## src/hdl/frictional_contact_force_assert.svh

```systemverilog
// ----------------------------------------------------------------------------
// frictional contact force assertion macros
// shared concurrent assertion forms for the contact force block
// ----------------------------------------------------------------------------
`ifndef FRICTIONAL_CONTACT_FORCE_ASSERT_SVH
`define FRICTIONAL_CONTACT_FORCE_ASSERT_SVH

// same-cycle implication
`define FCF_ASSERT_IMPLY(label, clk, rst, cond, prop) \
   label: assert property (@(posedge clk) disable iff (rst) (cond) |-> (prop)) \
      else $error("frictional_contact_force: assertion failed");

// next-cycle implication
`define FCF_ASSERT_NEXT(label, clk, rst, cond, prop) \
   label: assert property (@(posedge clk) disable iff (rst) (cond) |=> (prop)) \
      else $error("frictional_contact_force: assertion failed");

`endif

```

## src/hdl/fcf_pkg.sv

```systemverilog
// ----------------------------------------------------------------------------
// fcf_pkg
// types, constants and helpers of the frictional contact force block
// ----------------------------------------------------------------------------
`default_nettype none

package fcf_pkg;

   localparam int PARTICLE_COUNT_DEF = 1024;

   localparam int CSR_IDX_W = 2;
   localparam logic [CSR_IDX_W-1:0] CSR_NORMAL_STIFFNESS     = 2'd0;
   localparam logic [CSR_IDX_W-1:0] CSR_TANGENTIAL_STIFFNESS = 2'd1;
   localparam logic [CSR_IDX_W-1:0] CSR_FRICTION_COEFFICIENT = 2'd2;

   localparam int MUL_A_W = 50;
   localparam int MUL_B_W = 18;
   localparam int MUL_P_W = 68;

   localparam int RD_OPA_W = 64;
   localparam int RD_RES_W = 32;
   localparam int RD_REM_W = 36;

   localparam logic [31:0] NO_CONTACT = 32'hFFFF_FFFF;

   typedef struct packed {
      logic start;
      logic root;
   } rd_cmd_type;

   typedef struct packed {
      logic                done;
      logic [RD_RES_W-1:0] value;
   } rd_rsp_type;

   typedef struct packed {
      logic        [31:0] expected;
      logic signed [31:0] pos_x;
      logic signed [31:0] pos_y;
      logic signed [31:0] pos_z;
      logic signed [31:0] shear_x;
      logic signed [31:0] shear_y;
      logic signed [31:0] shear_z;
   } row_type;

   function automatic logic signed [31:0] sat32(input logic signed [MUL_P_W-1:0] x);
      logic signed [31:0] r;
      if (!x[MUL_P_W-1] && (|x[MUL_P_W-2:31])) begin
         r = 32'sh7FFF_FFFF;
      end else if (x[MUL_P_W-1] && !(&x[MUL_P_W-2:31])) begin
         r = 32'sh8000_0000;
      end else begin
         r = x[31:0];
      end
      return r;
   endfunction

   function automatic logic [31:0] mag32(input logic signed [31:0] x);
      logic [31:0] r;
      if (x[31]) begin
         r = 32'(-x);
      end else begin
         r = x;
      end
      return r;
   endfunction

endpackage

`default_nettype wire

```

## src/hdl/fcf_mul.sv

```systemverilog
// ----------------------------------------------------------------------------
// fcf_mul
// shared signed multiplier with registered product
// ----------------------------------------------------------------------------
`default_nettype none

module fcf_mul
   import fcf_pkg::*;
(
   input  wire logic                      clock,
   input  wire logic signed [MUL_A_W-1:0] a,
   input  wire logic signed [MUL_B_W-1:0] b,
   output logic signed      [MUL_P_W-1:0] prod
);

   logic signed [MUL_P_W-1:0] prod_ff;

   always_ff @(posedge clock) begin
      prod_ff <= MUL_P_W'(a) * MUL_P_W'(b);
   end

   assign prod = prod_ff;

endmodule

`default_nettype wire

```

## config.mk

```make
export PLATFORM = sky130hd
export DESIGN_NAME = fcf_mul
export DESIGN_NICKNAME = d
export VERILOG_FILES = /design/src/hdl/frictional_contact_force_assert.svh /design/src/hdl/fcf_pkg.sv /design/src/hdl/fcf_mul.sv
export SDC_FILE = /design/constraint.sdc
export NUM_CORES = 2
export LEC_CHECK = 0
export BUFFER_PORTS_ARGS = -buffer_cell sky130_fd_sc_hd__buf_2
export CORE_MARGIN = 10
export CORE_UTILIZATION = 55
export CTS_BUF_LIST = sky130_fd_sc_hd__clkbuf_4 sky130_fd_sc_hd__clkbuf_8
export CTS_CLUSTER_DIAMETER = 40
export DETAILED_ROUTE_END_ITERATION = 10
export HOLD_SLACK_MARGIN = 0.02
export MAX_ROUTING_LAYER = met4
export PLACE_DENSITY = 0.74
export SETUP_SLACK_MARGIN = 0.5
export SLEW_MARGIN = 20
export SYNTH_ARGS = -nofsm -noshare
export SYNTH_HDL_FRONTEND = slang
export SYNTH_SLANG_ARGS = --single-unit
```

## constraint.sdc

```tcl
create_clock -name clock -period 7 [get_ports clock]
set_input_delay 0.7 -clock clock [delete_from_list [all_inputs] [get_ports clock]]
set_output_delay 0.7 -clock clock [all_outputs]
set_load 0.05 [all_outputs]
```

## Word level (Yosys, flattened, before mapping)

Index checks and enable logic that the tools add are counted.
W data, S select, Z words.

- Add/sub/neg operators: 0
- Multipliers: 1
- Div/mod/pow operators: 0
- Order comparisons: 0
- Equality and inequality tests: 0
- Shift-type cells: 0
- Muxes and demuxes: 0
- Bitwise operators: 0
- Reductions and logical operators: 0

Operators with widths:

| operator | number |
|---|---|
| $mul A50 B18 Y68 | 1 |

- Flip-flop bits (word level): 68
- Bits in latches: 0
- Bits in writable memories: 0
- Bits in read-only memories: 0
- Output and inout port bits: 68
- Logic and storage cells: 2
- Memories kept: 0

## Logic depth before layout (Yosys ltp)

- Word-level depth: 1
- Mapped depth: 28
- Gate-level depth less buffers: 25

## Least setup slack after synthesis

No wires, ideal clock.

- Path kind: input to register
- Start point: input a[17]
- End point: register prod_ff[55] (netlist: prod[55])
- Setup time: 0.124 ns
- Arrival: 6.731 ns
- Data required time: 6.876 ns
- Slack: 0.145 ns
- Cell stages on the path: 24
- Buffers on the path: 3
- Cells stage by stage: clkbuf_1 > clkbuf_1 > nand2_1 > fa_1 > fa_1 > fa_1 > inv_1 > fa_1 > fa_1 > inv_1 > fa_1 > inv_1 > ha_1 > buf_2 > nand4_1 > or3_1 > a211oi_2 > and4bb_4 > o31a_4 > o21ai_4 > o31a_4 > and2_4 > a41oi_2 > xnor2_1

- Longest elaborated chain between the ends: 1

RTL lines:

| element | RTL line | source |
|---|---|---|
| from (decl) | fcf_mul.sv:11 | `input wire logic signed [MUL_A_W-1:0] a,` |
| $mul A50 B18 Y68 | fcf_mul.sv:19 | `prod_ff <= MUL_P_W'(a) * MUL_P_W'(b);` |
| to (signal assigned) | fcf_mul.sv:19 |  |
| to (decl) | fcf_mul.sv:16 | `logic signed [MUL_P_W-1:0] prod_ff;` |

No other way between the ends.

## Final worst setup path

- Start point: input a[7]
- End point: register prod_ff[67] (netlist: prod[67])

Same word-level chain as after synthesis.

==> out/summary.txt <==
Status - finished clean
Final cell count without fillers - 4,671
Number of enable flip-flop cells after synthesis - 0
Startpoint of the tightest hold check path - a[0]
Grt total ovfl - 0
Maximum clock frequency - 152 MHz
Instance area at placement - 35,100 um2
DRT Pass-1 Iters - 6
Antenna-violating nets left - 0
#FFs+latches synth - 68
Data arrival time of the worst path - 6.98 ns
Core Region - 56,400 um2
Portion of synthesized cell area occupied by the leading cell type - 0.538
Routed WL - 89,500 um
Average instance area after synthesis - 8.81 um2
Horizontal die dimension - 258 um
Clock tree from TritonCTS - done
Cell Rows - 87
Most frequent cells in the layout - sky130_fd_sc_hd__inv_1, sky130_fd_sc_hd__fa_1, sky130_fd_sc_hd__nand2_1
Initial DRC count - 2,100
Aggregate global-route resource usage - 0.282
CTS root buf - sky130_fd_sc_hd__clkbuf_8
Max Cap Violations - 0
Number of warning messages in the yosys log - 0
Fraction of final layout cells sized beyond drive strength 1 - 0.190
Total via count after detailed routing - 24,600
Total Die Area - 66,800 um2
Number of distinct standard cells referenced by the synthesized netlist - 56
Mapped Nets - 4,616
Startpoint class of the critical path - primary input
Top cells by area in the synthesized netlist - sky130_fd_sc_hd__fa_1, sky130_fd_sc_hd__inv_1, sky130_fd_sc_hd__nand2_1, sky130_fd_sc_hd__ha_1, sky130_fd_sc_hd__and2_1
Routability Congestion - 0.982
Post-route design area - 37,100 um2
Worst slew margin relative to its limit - 0.685
Share of synthesized registers carrying an async set or reset - 0
Wire length of the first global-routing pass - 142,000 um
Mapped Cells - 3,549
Cell repeated most along the worst path - sky130_fd_sc_hd__fa_1
Critical path required time - 7.38 ns
Combined buffer and inverter count along the critical path - 5
Ratio of routed vias to standard cells - 5.27
Sequential-to-total area share from yosys stat - 0.0435
TritonCTS Buffers - 9
Most common cell after layout, fill and taps aside - sky130_fd_sc_hd__inv_1
Number of top-level pins - 137
Count of buffers from port buffering - 136
Count of pins over their slew limit - 0
DRC Markers - 0
Actual transition at the worst max-transition pin - 0.467 ns
Kind of cell adding the most delay to the critical path - adder cells
Worst path cell trace - clkbuf_4, buf_4, and2_1, fa_1, fa_1, fa_1, fa_1, fa_1, fa_1, ha_4, buf_4, o21a_1, o211ai_1, buf_4, buf_4, o31a_4, o21ai_4, o31a_4, a31o_4, a221oi_2, xnor2_1
Starting Density - 0.555
Maximum fanout encountered on the critical timing path - 10
Clock sink count - 68
Largest net degree at the start of global routing - 24
Endpoint of the worst hold-timing path - prod[0]
CTS H-Tree Depth - 3
Vias in the first global route - 26,700
Worst min path class - in2reg
Hold Fails Final Rpt - 0
NumNets Final - 4,967
Setup CP Type - in2reg
Initial antenna violation count - 11
Sort of element at the end of the critical path - register
Clock slew seen by the registers of the worst setup and hold paths - 0.07 ns
Final number of setup-violating endpoints - 0
Max clock buf depth - 2
Routed wirelength normalized by instance count - 19.2 um
Share of the clock period used by the worst path - 0.943
Layout overhead on the synthesized area - 18.6%
Cell area after synthesis - 31,300 um2
Synth area leader - sky130_fd_sc_hd__fa_1
Dominant synthesized flop cell - sky130_fd_sc_hd__dfxtp_1
Min cycle time layout - 6.60 ns
Worst stage delay on the critical path - 0.61 ns
Count of placed standard cells including taps - 4,578
Die height - 258 um
Highest-delay cell along the critical path - sky130_fd_sc_hd__fa_1
RSZ-0062 raised after global routing - yes
WHS Path Cells - 3
Final HPWL from detailed placement - 73,500 um
Number of flip-flops under the largest register name - 68
## per-stage QoR
| step | worst slack (ns) | utilization | hold slack, ns | setup TNS [ns] |
|---|---|---|---|---|
| finish | 0.402 | 0.658 | 0.740 | 0 |
| global route | 0.293 | 0.658 | 0.728 | 0 |
| CTS | 0.378 | 0.639 | 0.681 | 0 |
| detailed placement | -0.466 | 0.623 | 1.17 | -5.06 |
| global placement | -0.796 | 0.622 | 1.16 | -6.04 |
| floorplan | 0.498 | - | 0.827 | 0 |
## cell type report
class / count / area [um2]
multi-input cells: 2321 / 26300
fillers: 4417 / 19300
repair buffers: 555 / 4720
inverters: 945 / 3550
flip-flops and latches: 68 / 1360
well taps: 756 / 946
clock buffers: 13 / 166
diodes: 11 / 27.5
clock inverters: 2 / 10.0
## synth_stat cells (11+ instances only)
cell type	number
sky130_fd_sc_hd__and3_1	12
sky130_fd_sc_hd__ha_1	157
sky130_fd_sc_hd__nand2b_1	18
sky130_fd_sc_hd__inv_1	944
sky130_fd_sc_hd__fa_1	841
sky130_fd_sc_hd__nand2_1	644
sky130_fd_sc_hd__clkbuf_1	204
sky130_fd_sc_hd__o21ai_0	40
sky130_fd_sc_hd__a21o_1	29
sky130_fd_sc_hd__dfxtp_1	68
sky130_fd_sc_hd__xor2_1	24
sky130_fd_sc_hd__a21oi_1	69
sky130_fd_sc_hd__and2_1	249
sky130_fd_sc_hd__nor2_1	66
sky130_fd_sc_hd__nand4_1	17
sky130_fd_sc_hd__nand3_1	11
sky130_fd_sc_hd__xnor2_1	47
## timing repair
item                       in CTS  in global routing
setup buffers                  41                 21
gates cloned                    1                  4
setup endpoints to repair      26                 30
hold buffers                    0                  0
resized for setup             105                199
pin swaps                      51                107
## cells by family after synthesis
group | count (synthesis) | synth area share
fa+ha+maj | 998 | 0.601
xor+xnor | 71 | 0.0199
simple gates | 1050 | 0.154
flops | 68 | 0.0435
buf+inv | 1160 | 0.140
compound gates | 202 | 0.0419
## tightest hold or removal path: stages
cell and delay, ns:
sky130_fd_sc_hd__buf_2 0.08, sky130_fd_sc_hd__buf_4 0.22, sky130_fd_sc_hd__and2_1 0.15
## how the worst max path moves through the flow
stage	start	to	cells after the start
finish	a[7]	prod[67]	21
global route	b[2]	prod[61]	28
CTS	b[9]	prod[65]	27
detailed placement	b[8]	prod[53]	26
global placement	b[4]	prod[61]	26
floorplan	b[0]	prod[55]	25
## metal layers
layer | up-vias | GRT usage | share of wire
li1 | 10800 | - | -
met5 | - | - | 0
met1 | 12400 | 0.341 | 0.38
met4 | 0 | 0.103 | 0.036
met2 | 1221 | 0.435 | 0.47
met3 | 206 | 0.0951 | 0.12
Power is not shown: default switching activity piles up to over one toggle a cycle in this logic, so the estimate is an artifact.
