### config.mk
export PLATFORM = sky130hd
export DESIGN_NAME = fcf_rootdiv
export DESIGN_NICKNAME = d
export VERILOG_FILES = /design/src/hdl/frictional_contact_force_assert.svh /design/src/hdl/fcf_pkg.sv /design/src/hdl/fcf_rootdiv.sv
export SDC_FILE = /design/constraint.sdc
export NUM_CORES = 1
export LEC_CHECK = 0
export ABC_AREA = 0
export ABC_CLOCK_PERIOD_IN_PS = 5000
export CAP_MARGIN = 20
export CORE_ASPECT_RATIO = 1.5
export CORE_MARGIN = 2
export CORE_UTILIZATION = 45
export DETAILED_ROUTE_END_ITERATION = 12
export DONT_BUFFER_PORTS = 1
export HOLD_SLACK_MARGIN = 0.03
export SLEW_MARGIN = 30
export SYNTH_ARGS = -nofsm -noshare
export SYNTH_HDL_FRONTEND = slang
export SYNTH_SLANG_ARGS = --single-unit
### constraint.sdc
create_clock -name clock -period 5 [get_ports clock]
set_input_delay 0.75 -clock clock [delete_from_list [all_inputs] [get_ports clock]]
set_output_delay 0.75 -clock clock [all_outputs]
set_load 0.02 [all_outputs]
### src/hdl/frictional_contact_force_assert.svh
// ----------------------------------------------------------------------------
// frictional contact force assertion macros
// shared concurrent assertion forms for the contact force block
// ----------------------------------------------------------------------------
`ifndef FRICTIONAL_CONTACT_FORCE_ASSERT_SVH
`define FRICTIONAL_CONTACT_FORCE_ASSERT_SVH

// same-cycle implication
`define FCF_ASSERT_IMPLY(label, clk, rst, cond, prop) \
   label: assert property (@(posedge clk) disable iff (rst) (cond) |-> (prop)) \
      else $error("frictional_contact_force: assertion failed");

// next-cycle implication
`define FCF_ASSERT_NEXT(label, clk, rst, cond, prop) \
   label: assert property (@(posedge clk) disable iff (rst) (cond) |=> (prop)) \
      else $error("frictional_contact_force: assertion failed");

`endif

### src/hdl/fcf_pkg.sv
// ----------------------------------------------------------------------------
// fcf_pkg
// types, constants and helpers of the frictional contact force block
// ----------------------------------------------------------------------------
`default_nettype none

package fcf_pkg;

   localparam int PARTICLE_COUNT_DEF = 1024;

   localparam int CSR_IDX_W = 2;
   localparam logic [CSR_IDX_W-1:0] CSR_NORMAL_STIFFNESS     = 2'd0;
   localparam logic [CSR_IDX_W-1:0] CSR_TANGENTIAL_STIFFNESS = 2'd1;
   localparam logic [CSR_IDX_W-1:0] CSR_FRICTION_COEFFICIENT = 2'd2;

   localparam int MUL_A_W = 50;
   localparam int MUL_B_W = 18;
   localparam int MUL_P_W = 68;

   localparam int RD_OPA_W = 64;
   localparam int RD_RES_W = 32;
   localparam int RD_REM_W = 36;

   localparam logic [31:0] NO_CONTACT = 32'hFFFF_FFFF;

   typedef struct packed {
      logic start;
      logic root;
   } rd_cmd_type;

   typedef struct packed {
      logic                done;
      logic [RD_RES_W-1:0] value;
   } rd_rsp_type;

   typedef struct packed {
      logic        [31:0] expected;
      logic signed [31:0] pos_x;
      logic signed [31:0] pos_y;
      logic signed [31:0] pos_z;
      logic signed [31:0] shear_x;
      logic signed [31:0] shear_y;
      logic signed [31:0] shear_z;
   } row_type;

   function automatic logic signed [31:0] sat32(input logic signed [MUL_P_W-1:0] x);
      logic signed [31:0] r;
      if (!x[MUL_P_W-1] && (|x[MUL_P_W-2:31])) begin
         r = 32'sh7FFF_FFFF;
      end else if (x[MUL_P_W-1] && !(&x[MUL_P_W-2:31])) begin
         r = 32'sh8000_0000;
      end else begin
         r = x[31:0];
      end
      return r;
   endfunction

   function automatic logic [31:0] mag32(input logic signed [31:0] x);
      logic [31:0] r;
      if (x[31]) begin
         r = 32'(-x);
      end else begin
         r = x;
      end
      return r;
   endfunction

endpackage

`default_nettype wire

### src/hdl/fcf_rootdiv.sv
// ----------------------------------------------------------------------------
// fcf_rootdiv
// shared bit-serial unit: floor square root of a 64 bit word, or a
// 64 by 32 bit divide with a 32 bit quotient, one result bit per cycle
// ----------------------------------------------------------------------------
`default_nettype none

module fcf_rootdiv
   import fcf_pkg::*;
(
   input  wire logic                clock,
   input  wire logic                reset,
   input  wire rd_cmd_type          cmd,
   input  wire logic [RD_OPA_W-1:0] opa,
   input  wire logic [RD_RES_W-1:0] divisor,
   output rd_rsp_type               rsp
);

   localparam int CNT_W = $clog2(RD_RES_W);

   logic                busy_ff, busy_in;
   logic                done_ff, done_in;
   logic                mode_ff, mode_in;
   logic [CNT_W-1:0]    cnt_ff, cnt_in;
   logic [RD_REM_W-1:0] rem_ff, rem_in;
   logic [RD_OPA_W-1:0] src_ff, src_in;
   logic [RD_RES_W-1:0] res_ff, res_in;
   logic [RD_RES_W-1:0] dvs_ff, dvs_in;

   logic [RD_REM_W-1:0] shifted;
   logic [RD_REM_W-1:0] trial;
   logic                ge;

   always_comb begin
      if (mode_ff) begin
         shifted = {rem_ff[RD_REM_W-3:0], src_ff[RD_OPA_W-1 -: 2]};
         trial   = {2'b00, res_ff, 2'b01};
      end else begin
         shifted = {rem_ff[RD_REM_W-2:0], src_ff[RD_OPA_W-1]};
         trial   = RD_REM_W'(dvs_ff);
      end
      ge = (shifted >= trial);
   end

   always_comb begin
      busy_in = busy_ff;
      done_in = 1'b0;
      mode_in = mode_ff;
      cnt_in  = cnt_ff;
      rem_in  = rem_ff;
      src_in  = src_ff;
      res_in  = res_ff;
      dvs_in  = dvs_ff;
      if (cmd.start) begin
         busy_in = 1'b1;
         mode_in = cmd.root;
         cnt_in  = '1;
         res_in  = '0;
         dvs_in  = divisor;
         if (cmd.root) begin
            rem_in = '0;
            src_in = opa;
         end else begin
            rem_in = RD_REM_W'(opa[RD_OPA_W-1:RD_RES_W]);
            src_in = {opa[RD_RES_W-1:0], {(RD_OPA_W-RD_RES_W){1'b0}}};
         end
      end else if (busy_ff) begin
         rem_in = ge ? (shifted - trial) : shifted;
         res_in = {res_ff[RD_RES_W-2:0], ge};
         src_in = mode_ff ? (src_ff << 2) : (src_ff << 1);
         cnt_in = cnt_ff - 1'b1;
         if (cnt_ff == '0) begin
            busy_in = 1'b0;
            done_in = 1'b1;
         end
      end
   end

   always_ff @(posedge clock) begin
      if (reset) begin
         busy_ff <= 1'b0;
         done_ff <= 1'b0;
      end else begin
         busy_ff <= busy_in;
         done_ff <= done_in;
      end
      mode_ff <= mode_in;
      cnt_ff  <= cnt_in;
      rem_ff  <= rem_in;
      src_ff  <= src_in;
      res_ff  <= res_in;
      dvs_ff  <= dvs_in;
   end

   assign rsp.done  = done_ff;
   assign rsp.value = res_ff;

endmodule

`default_nettype wire

# ---- Yosys cells after proc, flatten, opt, wreduce, memory -nomap -nowiden
# Cells that the tools add are included.
dict set report word_totals {
  ff_bits 171
  input_bits 100
  out_inout_bits 33
  word_cells 29
}
dict set report op_classes {
  addsub 2
  magnitude_cmp 1
  muxes 14
  bitwise 1
  reduce_logical 3
}
# operator count
set op_table {}
lappend op_table {{$mux W64} 4}
lappend op_table {{$mux W35} 3}
lappend op_table {{$ge A36 B34 Y1} 1}
lappend op_table {{$mux W36} 1}
lappend op_table {{$sub A35 B34 Y35} 1}
lappend op_table {{$mux W34} 1}
lappend op_table {{$mux W32} 1}
lappend op_table {{$logic_not A5 Y1} 1}
lappend op_table {{$sub A5 B1 Y5 const B} 1}
lappend op_table {{$mux W1} 4}
lappend op_table {{$reduce_or A3 Y1} 1}
lappend op_table {{$reduce_bool A2 Y1} 1}
lappend op_table {{$not A1 Y1} 1}

# ---- Longest topological paths before layout
dict set report logic_depth {
  ltp_word 5
  depth_mapped 16
  mapped_depth_nobuf 12
}

# ---- Worst setup path after synthesis
# OpenSTA, ideal clock, no wires.
dict set report synth_timing {
  path_kind {reg-to-reg}
  startpoint {register mode_ff}
  endpoint {register rem_ff[11] (data pin)}
  setup_ns 0.261
  t_arrival_ns 4.226
  t_required_ns 4.739
  slack_ns 0.513
  path_stages_with_launch 15
  cell_sequence {edfxtp_1 clkbuf_1 clkbuf_1 buf_1 buf_1 mux2i_1 ha_1 buf_2 nand4_1 or4_4 o41ai_2 o21ba_2 o21ai_2 buf_2 a311o_1}
}
dict set report synth_between {
  elab_chain_len 5
  word_cells_on_any_way 7
}
# item line
set synth_rtl {}
lappend synth_rtl {{start, declared} fcf_rootdiv.sv:23} ;# logic mode_ff, mode_in;
lappend synth_rtl {{start signal, assigned} fcf_rootdiv.sv:87} ;# mode_ff <= mode_in;
lappend synth_rtl {{$mux W36 / $mux W34 (equally long branches)} fcf_rootdiv.sv:35} ;# if (mode_ff) begin
lappend synth_rtl {{$sub A35 B34 Y35 / $ge A36 B34 Y1 (equally long branches)} {fcf_rootdiv.sv:68, fcf_rootdiv.sv:42}}
lappend synth_rtl {{$mux W35 *} fcf_rootdiv.sv:68} ;# rem_in = ge ? (shifted - trial) : shifted;
lappend synth_rtl {{$mux W35 *} fcf_rootdiv.sv:67} ;# end else if (busy_ff) begin
lappend synth_rtl {{$mux W35 *} fcf_rootdiv.sv:54} ;# if (cmd.start) begin
lappend synth_rtl {{net rem_in[11]} fcf_rootdiv.sv:25} ;# logic [RD_REM_W-1:0] rem_ff, rem_in;
lappend synth_rtl {{end signal, assigned} fcf_rootdiv.sv:89} ;# rem_ff <= rem_in;
lappend synth_rtl {{end, declared} fcf_rootdiv.sv:25}
# The timed path passes the listed nets; every way through them passes the cells marked *. The select of a mux whose other input is x is not followed.
# A chain may end at the register's enable or synchronous reset.

# ---- Worst setup path after layout
# Ends and elaborated chain as after synthesis.

==> flow_metrics.tcl <==
set metrics [dict create \
    status "completed" \
    post_cts_buffers 0 \
    die_height_um 190.5 \
    cts_max_path_buffers 2 \
    drc 0 \
    clock-root-buffer "clkbuf_16" \
    hpwl_um 18210 \
    critPathMaxFanout 34 \
    yosysWarnings 0 \
    fmax_mhz 222.4 \
    gp_congestion 0.8671 \
    synth_top_flop_cell "edfxtp_1" \
    tightest_slew_ns 0.7934 \
    die_w_um 128.3 \
    die_area_sq_mm 0.02445 \
    ant_nets 0 \
    dpl_worst_slack_ns 0.4956 \
    end_kind "register" \
    syn_nets 1130 \
    irDropWorstVdd_uv 268.9 \
    rsz0062_at_grt "false" \
    finalWirelength_um 25670 \
    syn_avg_cell_area_sq_um 10.50 \
    setup_viol 0 \
    worstSetupPathType "reg2reg" \
    fp.coreArea_sq_mm 0.02289 \
    cts_hold_buf 0 \
    cts_tree "built" \
    placed_area_sq_mm 0.01066 \
    finalCritPeriodShare 0.8992 \
    drt-vias-per-instance 5.939 \
    antenna_found_initial 0 \
    cts_buffers 17 \
    htreeDepth 4 \
    finalMaxSlewViolations 0 \
    slew_headroom 0.4711 \
    synth_edf_count 132 \
    drive_gt1_frac 0.09035 \
    vias 7447 \
    clock_latency_ns 0.44 \
    grt_pass1_vias 7625 \
    cap_violations 0 \
    grt_use_total 0.2114 \
    placementRows 68 \
    final_nets 1097 \
    io_buffers 0 \
    clk_pin_slew_worst_paths_ns 0.08 \
    syn_area_sq_mm 0.01044 \
    synth_cell_types 63 \
    seq_area_frac_synth 0.4546 \
    area_growth_pct 7.685 \
    synth-seq-cells 171 \
    start_kind "register" \
    pin_count 133 \
    async_flop_share 0 \
    skew_ns 0.01033 \
    cts_resized 0 \
    grt_max_degree 210 \
    setup_ws_ns 0.5039 \
    leakagePower_uw 0.004254 \
    syn_inst 994 \
    hold_viol_final 0 \
    start_util 0.4560 \
    clock_sinks 171 \
    tns_ns 0 \
    hold_path.class "in2reg" \
    post-route-cell-area_sq_mm 0.01124 \
    crit_required_ns 5.19 \
    ys_top_cells_by_area "edfxtp_1, mux2i_1, dfxtp_1" \
    overflow 0 \
    wire_per_inst_um 20.47 \
    yosysTopAreaCell "edfxtp_1" \
    grt_pass1_wl_um 40610 \
    num_antenna_cells 0 \
    drtIter0Drc 459 \
    arrival_ns 4.68 \
    power_density_mw_per_mm2 553.7 \
    drtPass1Iterations 5 \
    yosys.area.top_type_share 0.3798 \
    fin_crit_ns 4.496 \
]
-- flip-flops by register name, indices dropped and copies added, names as in the netlist --
register  count
cnt_ff        5
src_ff       64
mode_ff       1
res_ff       32
dvs_ff       32
rem_ff       35
busy_ff       1
done_ff       1
-- cells in the mapped netlist (11+ instances only) --
library cell  count
nor3_1           17
a211oi_1         41
o21ai_0          69
and3_1           15
clkbuf_1         40
xnor2_1          20
edfxtp_1        132
nor2b_1          33
a21o_1           11
dfxtp_1          39
ha_1             35
nand2_1          83
a21oi_1          72
inv_1            13
buf_1            15
mux2_2           34
nor2_1           57
xor2_1           12
mux2i_1         142
-- stage by stage --
step / utilization / power [uW] / hold slack [ns] / cells
after floorplan: - / 4268 / 0.4580 / 994
after global placement: 0.4654 / 4877 / 0.4778 / 1222
after detailed placement: 0.4656 / 4896 / 0.4860 / 1222
after CTS: 0.4910 / 6259 / 0.3509 / 1254
after global routing: 0.4910 / 6664 / 0.3537 / 1254
final: 0.4910 / 6223 / 0.3706 / 1254
-- placed cells by master (no fill, tap or decap), types with 4 or more instances in the layout --
cell type	count
a211oi_1	41
a21o_1	11
a21oi_1	72
a311o_1	10
a32oi_1	4
and2_1	4
and3_1	15
buf_4	7
clkbuf_16	17
dfxtp_1	38
edfxtp_1	132
ha_1	35
inv_1	13
inv_8	6
mux2_2	34
mux2i_1	142
nand2_1	83
nand2b_1	8
nand3_1	9
nand4_1	5
nor2_1	57
nor2b_1	33
nor3_1	17
o211ai_1	4
o21a_1	5
o21ai_0	69
o21bai_1	4
o31ai_1	5
xnor2_1	20
xor2_1	12
-- worst paths after layout --
check             from    endpoint  slack, ns  cells past startpoint
min              reset     busy_ff       0.37                      1
max reg2reg    mode_ff  rem_ff[11]       0.50                     12
min reg2reg  cnt_ff[4]   cnt_ff[4]       0.51                      2
max            mode_ff  rem_ff[11]       0.50                     12
-- cell families (layout without fill, tap and decap cells) --
group / count (synthesis) / in the layout / synth area share
and+or+nand+nor: 247 / 247 / 0.1147
DFF: 171 / 171 / 0.4546
muxes: 176 / 176 / 0.1729
adders and majority gates: 36 / 36 / 0.04388
buffers and inverters: 77 / 57 / 0.03057
xor gates and xnor gates: 32 / 32 / 0.02686
AOI/OAI and AO/OA: 255 / 255 / 0.1565
-- final cells by class --
type | count | area (sq um)
fillers | 2092 | 11650
multi-input cells | 746 | 5383
flip-flops and latches | 171 | 4746
clock buffers | 18 | 429.2
well taps | 280 | 350.3
clock inverters | 14 | 153.9
repair buffers | 11 | 123.9
inverters | 14 | 52.55
-- per-layer routing --
metal / vias to the layer above / wire length (um) / track usage
li1: 3682 / - / -
met4: 0 / 454 / 0.06720
met2: 156 / 12580 / 0.3545
met5: - / 0 / 0
met1: 3583 / 11630 / 0.2725
met3: 26 / 1009 / 0.04377
-- power by group --
part	internal [uW]	switching, uW
Clock	711	637
Combinational	1240	1650
Sequential	1850	126
-- critical path, cell delays in order (launching register included) --
cell and delay, ns:
edfxtp_1 0.80, buf_12 0.25, mux2_2 0.37, ha_1 0.40
a21oi_1 0.37, o21ai_0 0.15, a21boi_0 0.23, o221ai_2 0.19
o21ba_2 0.28, o21ai_4 0.50, buf_12 0.29, nor3_1 0.09
a311o_1 0.32
(Power assumes the default switching activity.)
